==> config.mk <==
export PLATFORM = sky130hd
export DESIGN_NAME = desa_csr
export DESIGN_NICKNAME = d
export VERILOG_FILES = /design/src/desa_pkg.sv /design/src/desa_csr.sv
export SDC_FILE = /design/constraint.sdc
export NUM_CORES = 1
export LEC_CHECK = 0
export BUFFER_PORTS_ARGS = -buffer_cell sky130_fd_sc_hd__buf_2
export CAP_MARGIN = 20
export CORE_MARGIN = 2
export CORE_UTILIZATION = 26
export CTS_BUF_LIST = sky130_fd_sc_hd__clkbuf_16
export DETAILED_ROUTE_END_ITERATION = 7
export GPL_TIMING_DRIVEN = 0
export SYNTH_ARGS = -nofsm -noshare
export SYNTH_HDL_FRONTEND = slang
export SYNTH_SLANG_ARGS = --single-unit
==> constraint.sdc <==
create_clock -name clock -period 1.1 [get_ports clock]
set_clock_uncertainty 0.2 [all_clocks]
set_input_delay 0.11 -clock clock [delete_from_list [all_inputs] [get_ports clock]]
set_output_delay 0.11 -clock clock [all_outputs]
set_load 0.005 [all_outputs]
==> src/desa_pkg.sv <==
`timescale 1ns / 1ps
package desa_pkg;

   localparam int TABLE_SLOTS = 2048;

   localparam int CMD_W = 4;
   localparam int BYTES_W = 28;
   localparam int ID_W = 11;
   localparam int ADDR_W = 32;
   // a rounded request is at most 2^28, one bit wider than the request
   localparam int SIZE_W = BYTES_W + 1;
   localparam int GRANULE_BITS = 4;
   localparam int CSR_ADDR_W = 3;

   localparam logic [ADDR_W-1:0] RESET_BASE = 32'd0;
   localparam logic [ADDR_W-1:0] RESET_BYTES = 32'd25690112;

   typedef enum logic [CMD_W-1:0] {
      CMD_ALLOC_BOTTOM = 4'd0,
      CMD_ALLOC_TOP    = 4'd1,
      CMD_FREE_BOTTOM  = 4'd2,
      CMD_FREE_TOP     = 4'd3,
      CMD_CLEAR_ALL    = 4'd4,
      CMD_CLEAR_BOTTOM = 4'd5,
      CMD_CLEAR_TOP    = 4'd6,
      CMD_BOTTOM_ADDR  = 4'd7,
      CMD_BOTTOM_SIZE  = 4'd8,
      CMD_TOP_ADDR     = 4'd9,
      CMD_TOP_SIZE     = 4'd10,
      CMD_NEXT_BOTTOM  = 4'd11,
      CMD_NEXT_TOP     = 4'd12
   } cmd_type;

   typedef enum logic [1:0] {
      ST_OK         = 2'd0,
      ST_ID_RANGE   = 2'd1,
      ST_NO_SPACE   = 2'd2,
      ST_TABLE_FULL = 2'd3
   } status_type;

   typedef enum logic {
      REG_REGION_BASE  = 1'b0,
      REG_REGION_BYTES = 1'b1
   } reg_type;

   // one block of either end: its outer edge (start for bottom, upper edge for top)
   typedef struct packed {
      logic [ADDR_W-1:0] addr;
      logic [SIZE_W-1:0] size;
   } end_entry_type;

   typedef struct packed {
      logic              alloc;
      logic              pop;
      logic              clear;
      logic [ADDR_W-1:0] addr;
      logic [SIZE_W-1:0] size;
      logic [ADDR_W-1:0] next_addr;
   } end_upd_type;

endpackage

==> src/desa_csr.sv <==
`timescale 1ns / 1ps
module desa_csr (
   input  logic                                   clock,
   input  logic                                   reset,
   input  logic                                   psel,
   input  logic                                   penable,
   input  logic                                   pwrite,
   input  logic [desa_pkg::CSR_ADDR_W-1:0]        paddr,
   input  logic [31:0]                            pwdata,
   output logic [31:0]                            prdata,
   output logic                                   pready,
   output logic [desa_pkg::ADDR_W-1:0]            region_base,
   output logic [desa_pkg::ADDR_W-1:0]            region_bytes
);

   logic [desa_pkg::ADDR_W-1:0] base_ff, base_in;
   logic [desa_pkg::ADDR_W-1:0] bytes_ff, bytes_in;
   logic                        wr;
   desa_pkg::reg_type           sel;

   assign pready = 1'b1;
   assign wr = psel && penable && pwrite;
   assign sel = desa_pkg::reg_type'(paddr[2]);

   always_comb begin
      base_in = base_ff;
      bytes_in = bytes_ff;
      prdata = '0;
      unique case (sel)
         desa_pkg::REG_REGION_BASE: begin
            prdata = base_ff;
            if (wr) base_in = pwdata;
         end
         desa_pkg::REG_REGION_BYTES: begin
            prdata = bytes_ff;
            if (wr) bytes_in = pwdata;
         end
         default: prdata = '0;
      endcase
   end

   always_ff @(posedge clock) begin
      if (reset) begin
         base_ff <= desa_pkg::RESET_BASE;
         bytes_ff <= desa_pkg::RESET_BYTES;
      end else begin
         base_ff <= base_in;
         bytes_ff <= bytes_in;
      end
   end

   assign region_base = base_ff;
   assign region_bytes = bytes_ff;

endmodule

After elaboration in Yosys (flattened, before gate mapping):

Index checks and enable logic that the tools add are counted.

* input port bits: 40
* logic and storage cells: 8
* bits in registers: 64
* output and inout bits: 97

* muxes and demuxes: 1
* bitwise operators: 1
* reduce and logical (&&, ||, !) cells: 4

Operators by type and width (count)
* one-hot mux 32 bit (2 select lines): 1
* AND reduction 2 bit: 2
* logical AND 1 bit: 2
* NOT 1 bit: 1

Longest topological paths before layout:

Gate-level depths: netlist of run 1.

* word-level depth: 3
* depth in mapped cells: 5
* depth with buffers taken out: 2

Worst setup path after synthesis of run 1:

No wires, ideal clock.

* path type: input -> register
* from: input port paddr[2] (netlist name)
* to: register base_ff, in the netlist region_base[10]
* setup time: 72 ps
* path buffers: 3
* setup slack: -95 ps
* stages: 5
* arrival time: 923 ps
* data required time: 828 ps
* cell sequence: buf_6 > and4b_1 > buf_6 > buf_8 > mux2i_1

* longest elaborated chain between the ends: 2

Ends and longest elaborated chain
* start, declared: line desa_csr.sv:8 `input logic [desa_pkg::CSR_ADDR_W-1:0] paddr,`
* NOT 1 bit
* AND reduction 2 bit (no line)
* end signal, assigned: line desa_csr.sv:44 `base_ff <= desa_pkg::RESET_BASE;`
* end signal, assigned: line desa_csr.sv:47 `base_ff <= base_in;`
* end, declared: line desa_csr.sv:16 `logic [desa_pkg::ADDR_W-1:0] base_ff, base_in;`

Every way passes these cells.
A chain may end at the register's enable or synchronous reset.

Final worst setup path of run 1:

* from: register base_ff, in the netlist region_base[15]
* to: output port prdata[15]

* longest elaborated chain between the ends: 1

Ends and longest elaborated chain
* one-hot mux 32 bit (2 select lines): line desa_csr.sv:29 `unique case (sel)`
* end, declared: line desa_csr.sv:10 `output logic [31:0] prdata,`

Every way passes these cells.

==> metrics.md, run 1 <==
| Metric | Value |
|---|---|
| Fillcell total | `978` |
| Status | `complete, but fails checks` |
| Critical path launch point type | `flop` |
| Pleak | `around 2.9 nW` |
| Final setup vio count | `between 80 and 90` |
| Clk Latency, worst-skew pair | `roughly 330 ps` |
| Multi-input gate area | `between 1500 and 2000 um^2` |
| Fin nets | `between 500 and 600` |
| Setup slack at placement | `-301 ps` |
| H-tree Lvls | `3` |
| Vias in the first global route | `~3,300` |
| Mapped Cells | `between 200 and 300` |
| CTS root buf | `clkbuf_16` |
| Worst Setup End Kind | `primary output` |
| HP Start | `paddr[2]` |
| Max Cap Viol | `0` |
| Worst Setup SP | `region_base[15]` |
| CP arrival | `between 1000 and 1500 ps` |
| RSZ-0062 raised after global routing | `true` |
| Largest net degree at the start of global routing | `11` |
| CTS tree | `yes` |
| DRC | `0` |
| Mapped Avg Cell Area | `10.7 um^2` |
| Start of the worst register-to-register path | `region_bytes[23]` |
| IO buf count | `roughly 130` |
| Die height | `around 110 um` |
| CTS buffer count | `9` |
| WL final | `10,900 um` |
| Core Footprint | `between 10,000 and 15,000 um^2` |
| Reg area | `approximately 1400 um^2` |
| HP Class | `primary input to flop` |
| Chip Width | `roughly 110 um` |
| Post-synth top area share | `a little over two fifths` |
| Hold WS | `-16.5 ps` |
| Pre-antenna DRT Iters | `4` |
| Final critical-path setup slack | `-271 ps` |
| Fraction of layout cells with a size suffix above 1 | `between 60% and 70%` |
| Warnings, synthesis | `0` |
| # diodes | `0` |
| Via Count | `around 3,000` |
| Total chip power | `between 6 and 7 mW` |
| Reg clk slew, reported paths | `60 ps` |
| Slew @ Worst Pin | `529 ps` |
| First-pass GRT wire length | `around 16,000 um` |
| Async set-or-reset flop fraction in the synthesized netlist | `0%` |
| Worst VDD drop | `0.512 mV` |
| Drt wl/cell | `15.8 um` |
| Initial antenna violation count | `0` |
| I/O Pins | `roughly 140` |
| Vias/cell | `roughly 4.4` |
| Cell taking the most area after synthesis | `dfxtp_1` |
| Max Fclk | `between 700 and 800 MHz` |
| Area Growth Syn to Fin | `95.9%` |
| Power Density | `roughly 1000 nW/um^2` |
| CP Class | `flop to primary output` |
| GRT Total Usage | `~16%` |
| Post-synthesis cell area | `3060 um^2` |
| Gp weighted congestion | `0.714` |
| Unique masters post-synth | `15` |
| Clock tree sinks | `between 60 and 70` |
| CP max FO | `2` |
| Sequential element share of the synthesized area | `about two fifths` |
| Post-synth top flop | `dfxtp_1` |
| Top cells by count, synth | `93 x nand2b_1, 64 x dfxtp_1, 64 x mux2i_1` |
| Post-synth EDFFs | `0` |
| Leading cell type by number of instances after synthesis | `nand2b_1` |
| Tcrit/Tclk final | `125%` |
| Failing checks | `hold timing, setup timing` |
| Buffer depth of the longest clock path | `2` |
| Final Hold Fails | `3` |
| Final ANT Viol Nets | `0` |
| Min cycle time layout | `about 1400 ps` |
| Yosys reg bits | `64` |
| Placement Rows | `39` |
| CP required | `~790 ps` |
| Mapped Nets | `around 330` |
| Max_slew headroom | `between 60 and 70%` |
| Initial core utilization | `between 20% and 30%` |
| Die ar. | `12,700 um^2` |
| Slew Viols, Final | `0` |
| DPL Wire Length | `6030 um` |
| Initial DRC count | `85` |
| Top cells by area, synth | `dfxtp_1 42%, mux2i_1 21%, nand2b_1 19%` |
| Grt total ovfl | `0` |
## critical path: stages, from the launching register on
cell     delay (ps)
dfxtp_2         330
mux2_4          280
buf_6           120
## registers in the layout, indices dropped and copies added, names as in the netlist
register      count
region_bytes     32
region_base      32
## logic make-up (layout without fill, tap and decap cells)
kind of cell	after synthesis	count (layout)	synth area share, %
other	1	1	0.122
DFF	64	64	41.8
muxes	96	96	32.7
buffers and inverters	22	283	4.37
and+or+nand+nor	103	103	21.0
## repair_timing
action | 4_1_cts | 5_1_grt
gates resized for setup | 183 | 80
hold buffers | 32 | 0
cloned | 0 | 0
endpoints found under the hold margin | 64 | 0
pin swaps | 0 | 0
buffers inserted | 61 | 56
setup endpoints to repair | 96 | 103
## layer usage
| layer | vias to the layer above | part of all wire, % | GRT usage [%] |
|---|---|---|---|
| li1 | 1473 | - | - |
| met1 | 1438 | 40 | 18.2 |
| met2 | 81 | 54 | 29.8 |
| met3 | 14 | 3.8 | 2.86 |
| met4 | 0 | 1.5 | 7.15 |
| met5 | - | 0 | 0 |
## report_power, final
group	switching (mW)	internal [mW]	leakage (nW)
sequential	0.0385	2.38	0.546
combinational	0.332	0.548	2.18
clock	1.00	1.71	0.141
## placed cells by master, fill, tap and decap left out
master | netlist | layout
and4_1 | 1 | 1
and4b_1 | 1 | 1
buf_2 | 8 | 56
buf_4 | 1 | 28
buf_6 | 2 | 137
buf_8 | 2 | 3
bufinv_16 | 0 | 1
clkbuf_1 | 9 | 8
clkbuf_16 | 0 | 9
clkbuf_2 | 0 | 1
clkbuf_4 | 0 | 2
clkinv_1 | 0 | 4
clkinv_2 | 0 | 1
conb_1 | 1 | 1
dfxtp_2 | 0 | 64
dlygate4sd3_1 | 0 | 32
inv_1 | 0 | 1
mux2_2 | 32 | 9
mux2_4 | 0 | 23
mux2i_1 | 64 | 64
nand2b_1 | 93 | 93
nand4_2 | 1 | 1
nand4b_1 | 1 | 1
nor2_1 | 6 | 6
## layout make-up
type	instances	share of cell area, %
Buffer	22	2.44
Clock buffer	9	3.75
Tap cell	143	2.98
Clock inverter	7	0.896
Sequential cell	64	22.7
Multi-Input combinational cell	200	28.9
Timing Repair Buffer	245	38.3
## stage by stage
step | hold slack [ps] | setup TNS, ps | cell area [um^2] | instances | utilization [%]
after global routing | 16.8 | -14180 | 6000 | 690 | 52.4
final | -16.5 | -11700 | 6000 | 690 | 52.4
after CTS | -23.5 | -12450 | 5630 | 669 | 49.1
after detailed placement | 197 | -19150 | 3900 | 560 | 34.0
after global placement | 186 | -18400 | 3900 | 560 | 34.0
after floorplan | 65.3 | -1870 | 3070 | 286 | -
## worst paths after layout
check	endpoint	slack, ps	cells past startpoint
worst max-delay path	prdata[15]	-270	2
worst min-delay path	region_bytes[31]	-20	3
worst max register to register	region_bytes[23]	60	4
worst min register to register	region_base[1]	280	2
No activity file was read; power rests on OpenSTA's default activity.
==> run 2, diff against run 1 <==
==> config.mk (replaced) <==
export PLATFORM = sky130hd
export DESIGN_NAME = desa_csr
export DESIGN_NICKNAME = d
export VERILOG_FILES = /design/src/desa_pkg.sv /design/src/desa_csr.sv
export SDC_FILE = /design/constraint.sdc
export NUM_CORES = 1
export LEC_CHECK = 0
export BUFFER_PORTS_ARGS = -buffer_cell sky130_fd_sc_hd__buf_4
export CAP_MARGIN = 20
export CORE_MARGIN = 2
export CORE_UTILIZATION = 26
export DETAILED_ROUTE_END_ITERATION = 7
export GPL_TIMING_DRIVEN = 0
export SKIP_CTS_REPAIR_TIMING = 1
export SYNTH_ARGS = -nofsm -noshare
export SYNTH_HDL_FRONTEND = slang
export SYNTH_SLANG_ARGS = --single-unit
==> run 2 against run 1 <==
  * The run ends with setup timing left
  * Worst setup slack gained 9.8 ps
  * Sequential power is essentially flat
  * Final cell count shrank 7.7%
  * Global-route usage shrank 2.6 points
  * Flip-flop and latch count is the same
  * Design area shrank 5.5%
  * First-iteration DRC count grew 9.4%
  * Critical path type unchanged
  * Worst hold slack gained 39 ps
  * Critical endpoint is now prdata[2]
  * Utilization shrank 2.9 points
  * Power shrank 1.4%
  * Combinational power shrank 4.9%
  * Sequential share of layout area grew 1.3 points
==> metrics.md, run 2 (synthesis gave the netlist of run 1 again) <==
| Metric | Value |
|---|---|
| DRC | `0` |
| Area Growth Syn to Fin | `85.2%` |
| CP required | `just under 800 ps` |
| I/O Pins | `between 100 and 150` |
| Grt total ovfl | `0` |
| Buf+Inv Stages, Crit Path | `1` |
| Buffer depth of the longest clock path | `2` |
| Start of the worst register-to-register path | `region_base[6]` |
| Vias in the first global route | `roughly 2,500` |
| Top delay family on crit path | `flip-flops` |
| Slew @ Worst Pin | `524 ps` |
| Status | `complete, but fails checks` |
| Vias/cell | `4.35` |
| HP Start | `paddr[2]` |
| R2r setup slk | `approximately 10 ps` |
| Worst Setup SP | `region_base[2]` |
| CP Class | `flop to primary output` |
| Pre-antenna DRT Iters | `4` |
| Setup slack at placement | `-331 ps` |
| Placement Rows | `39` |
| Initial DRC count | `93` |
| Clock tree sinks | `64` |
| RSZ-0062 raised after global routing | `true` |
| Post-layout util | `around 50%` |
| Worst Setup End Kind | `primary output` |
| WL final | `around 10000 um` |
| # diodes | `0` |
| Initial core utilization | `between 20% and 30%` |
| Pleak | `roughly 2.6 nW` |
| Chip Width | `roughly 110 um` |
| CP arrival | `1050 ps` |
| Worst VDD drop | `approximately 0.55 mV` |
| H-tree Lvls | `3` |
| CTS buffer count | `9` |
| DPL Wire Length | `roughly 6200 um` |
| Final critical-path setup slack | `-261 ps` |
| Via Count | `2,769` |
| Critical path launch point type | `flop` |
| Final ANT Viol Nets | `0` |
| Die ar. | `approximately 13,000 um^2` |
| Drt wl/cell | `15.5 um` |
| CP max FO | `3` |
| GRT Total Usage | `a little over an eighth` |
| Final setup vio count | `54` |
| RR Endpoint | `region_base[6]` |
| Hold path depth | `3` |
| CTS root buf | `clkbuf_16` |
| Most common cell after layout, fill and taps aside | `buf_6` |
| Crit-path max cell delay | `roughly 340 ps` |
| Failing checks | `setup timing` |
| Fraction of layout cells with a size suffix above 1 | `between 50% and 60%` |
| Gp weighted congestion | `~0.71` |
| Final Hold Fails | `0` |
| Power Density | `between 1000 and 1500 nW/um^2` |
| Max Cap Viol | `0` |
| Tcrit/Tclk final | `124%` |
| Reg2reg path depth | `5` |
| HP Class | `primary input to flop` |
| Reg clk slew, reported paths | `50 ps` |
| IO buf count | `roughly 130` |
| Min cycle time layout | `1360 ps` |
| Most frequent cells in the layout | `110 x buf_6, 92 x nand2b_1, 64 x mux2i_1, 64 x dfxtp_2, 56 x buf_4` |
| Slowest-stage cell, CP | `dfxtp_2` |
| Largest net degree at the start of global routing | `11` |
| Clk Latency, worst-skew pair | `~320 ps` |
| Initial antenna violation count | `0` |
| Worst path cell trace | `mux2_4 -> buf_6` |
| Max Fclk | `735 MHz` |
| Slew Viols, Final | `0` |
| Core Footprint | `approximately 11,000 um^2` |
| Die height | `around 110 um` |
| Fin nets | `between 500 and 600` |
| CTS tree | `yes` |
| First-pass GRT wire length | `~14,000 um` |
| Max_slew headroom | `between 60% and 70%` |
| WHS Endpoint | `region_bytes[0]` |
| Total chip power | `5.93 mW` |
==> run 2: changes by cell type in the layout (fill, tap and decap cells not counted), moves of 2 or more <==
cell / delta
buf_2: -52
buf_4: +28
buf_6: -27
clkbuf_4: +2
clkbuf_8: +4
clkinv_1: -4
mux2_2: -2
mux2_4: +2
==> run 2: per-stage QoR <==
step / cells / cell area (um^2) / hold slack [ps] / setup TNS [ps]
finish: 637 / 5680 / 22.1 / -9280
floorplan: 286 / 3070 / 65.3 / -1870
global placement: 560 / 4230 / 180 / -19010
global route: 637 / 5680 / 41.6 / -10920
detailed placement: 560 / 4230 / 196 / -20850
CTS: 573 / 4510 / -146 / -9790
==> run 2: final cells by class <==
| class | count | area, um^2 |
|---|---|---|
| plain buffers | 21 | 144 |
| fillers | 1044 | 5790 |
| well taps | 143 | 179 |
| clock buffers | 13 | 280 |
| repair buffers | 196 | 1960 |
| flip-flops and latches | 64 | 1360 |
| multi-input cells | 200 | 1750 |
==> run 2: report_power, final <==
group	internal, mW	switching, mW	total, mW
combinational	0.535	0.302	0.837
sequential	2.38	0.0490	2.43
clock	1.73	0.926	2.66
total	4.65	1.28	5.93
==> run 2: layer usage <==
layer / track usage, % / routed length (um) / part of all wire (%)
met2: 22.8 / 5340 / 54
met5: 0 / 0 / 0
met3: 3.51 / 355 / 3.6
met4: 4.63 / 89 / 0.90
met1: 16.8 / 4120 / 42
==> run 2: worst max-delay path by stage <==
| stage | end | slack (ps) | cells past startpoint |
|---|---|---|---|
| floorplan | region_base[10] | -90 | 5 |
| global placement | region_base[22] | -310 | 5 |
| detailed placement | region_base[22] | -330 | 5 |
| CTS | prdata[2] | -280 | 2 |
| global route | prdata[2] | -280 | 2 |
| finish | prdata[2] | -260 | 2 |
==> run 2: worst reg2reg max path, cell delays in order (launching register included) <==
cell and delay [ps]:
dfxtp_2 320, buf_6 110, buf_4 130, buf_6 110, nand2b_4 50, mux2i_1 60
==> run 3, diff against run 2 <==
==> constraint.sdc (replaced) <==
create_clock -name clock -period 1.2 [get_ports clock]
set_clock_uncertainty 0.2 [all_clocks]
set_input_delay 0.12 -clock clock [delete_from_list [all_inputs] [get_ports clock]]
set_output_delay 0.12 -clock clock [all_outputs]
set_load 0.005 [all_outputs]
==> run 3 against run 2 <==
  * Wire length fell by 3.0%
  * Register-to-register slack improved by 260 ps
  * The flow still finishes with violations (setup timing)
  * Non-clock buffer count fell by 3
  * Die area did not move
  * Worst setup slack improved by 90 ps
  * Largest cell class unchanged
==> metrics.md, run 3 (synthesis gave the netlist of run 1 again) <==
| Metric | Value |
|---|---|
| Post-layout util | `between 40% and 50%` |
| Drt wl/cell | `between 15 and 20 um` |
| Most common cell after layout, fill and taps aside | `nand2b_1` |
| Top Usage Layer GRT | `met2` |
| RSZ-0062 raised after global routing | `true` |
| Pleak | `about 2.6 nW` |
| Area Growth Syn to Fin | `79.5%` |
| Reg power frac | `roughly two fifths` |
| Status | `complete, but fails checks` |
| Met3 Use GR | `3.51%` |
| Max_slew headroom | `about 64%` |
| Vias/cell | `roughly 4.3` |
| HP Class | `primary input to flop` |
| Via Count | `about 2,700` |
| Sw Pwr | `1.16 mW` |
| Min cycle time layout | `1370 ps` |
| CP required | `between 800 and 900 ps` |
| Slew @ Worst Pin | `between 500 and 600 ps` |
| Clock network power share | `about 45%` |
| Pre-antenna DRT Iters | `4` |
| Die height | `roughly 110 um` |
| Final critical-path setup slack | `-170 ps` |
| Fin nets | `529` |
| First-pass GRT wire length | `13,500 um` |
| Failing checks | `setup timing` |
| Max Fclk | `approximately 730 MHz` |
| Worst VDD drop | `0.504 mV` |
| Initial DRC count | `between 90 and 100` |
| Clk Latency, worst-skew pair | `roughly 320 ps` |
| Worst Setup End Kind | `primary output` |
| # diodes | `0` |
| Grt met2 use | `a little under a quarter` |
| Reg area | `between 1000 and 1500 um^2` |
| Max Cap Viol | `0` |
| Gp weighted congestion | `approximately 0.71` |
| Chip Width | `113 um` |
| Grt total ovfl | `0` |
| M1 GR Usage | `approximately 17%` |
| CTS tree | `yes` |
| CTS buffer count | `9` |
| Power Density | `between 900 and 1000 nW/um^2` |
| Fillcell total | `~1,100` |
| Cell Int Power | `about 4.2 mW` |
| H-tree Lvls | `3` |
| Sw frac | `between 20% and 30%` |
| Most frequent cells in the layout | `93 x nand2b_1, 88 x buf_4, 74 x buf_6, 64 x mux2i_1, 61 x dfxtp_2` |
| GRT Total Usage | `between 10% and 20%` |
| Largest net degree at the start of global routing | `11` |
| Final Hold Fails | `0` |
| CP max FO | `3` |
| CTS root buf | `clkbuf_16` |
| Critical path launch point type | `flop` |
| Clock tree sinks | `64` |
| IO buf count | `~130` |
| WL final | `around 9600 um` |
| DRC | `0` |
| CP arrival | `1050 ps` |
| Initial core utilization | `approximately a quarter` |
| Final setup vio count | `33` |
| Multi-input gate area | `between 1500 and 2000 um^2` |
| Fraction of layout cells with a size suffix above 1 | `57.0%` |
| Slew Viols, Final | `0` |
| I/O Pins | `137` |
| Setup slack at placement | `-241 ps` |
| Core Footprint | `approximately 11,000 um^2` |
| Buffer depth of the longest clock path | `2` |
| Final ANT Viol Nets | `0` |
| Placement Rows | `39` |
| Tcrit/Tclk final | `114%` |
| CP Class | `flop to primary output` |
| DPL Wire Length | `roughly 6200 um` |
| Die ar. | `between 10,000 and 15,000 um^2` |
| Logic pwr share | `between 10% and 20%` |
| Reg clk slew, reported paths | `50 ps` |
| Initial antenna violation count | `0` |
| Vias in the first global route | `approximately 2,500` |
run 3: changes by cell type in the layout (fill, tap and decap cells not counted), sizes merged:
cell,before,now
buf,173,170
run 3: worst max-delay path, stage by stage (launching register included):
cell and delay [ps]:
dfxtp_2 330, mux2_4 280, buf_6 120
run 3: power groups by stage:
stage | Clock [mW] | Sequential, mW | Combinational (mW)
floorplan | 0 | 2.25 | 0.273
global placement | 0 | 2.26 | 0.558
detailed placement | 0 | 2.26 | 0.564
CTS | 2.50 | 2.21 | 0.565
global route | 2.60 | 2.23 | 0.803
finish | 2.43 | 2.22 | 0.744
run 3: per-layer routing:
metal	vias up	routed length (um)
met5	-	0
met3	7	393
met4	0	74
li1	1363	-
met1	1304	4080
met2	73	5050
run 3: final cells by class:
cell class              count  share of cell area, %
repair buffers            192                   32.6
well taps                 143                   3.25
plain buffers              22                   2.64
clock buffers              13                   5.10
multi-input cells         200                   31.7
flip-flops and latches     64                   24.7
run 3: final timing paths:
| check | start | end | slack, ps | cells past startpoint |
|---|---|---|---|---|
| setup / recovery | region_base[9] | prdata[9] | -170 | 2 |
| hold / removal | paddr[2] | region_bytes[0] | 30 | 3 |
| setup reg to reg | region_bytes[28] | region_bytes[28] | 270 | 3 |
| hold reg to reg | region_bytes[30] | region_bytes[30] | 280 | 2 |
run 3: metrics by stage:
step	setup TNS, ps	cell area, um^2	power [mW]	instances	hold slack, ps
2_1_floorplan	-30.0	3070	2.53	286	75.3
3_3_place_gp	-10850	4230	2.81	560	190
3_5_place_dp	-12690	4230	2.82	560	206
4_1_cts	-5590	4510	5.28	573	-136
5_1_grt	-5780	5500	5.63	634	46.1
6_report	-4760	5500	5.40	634	31.4
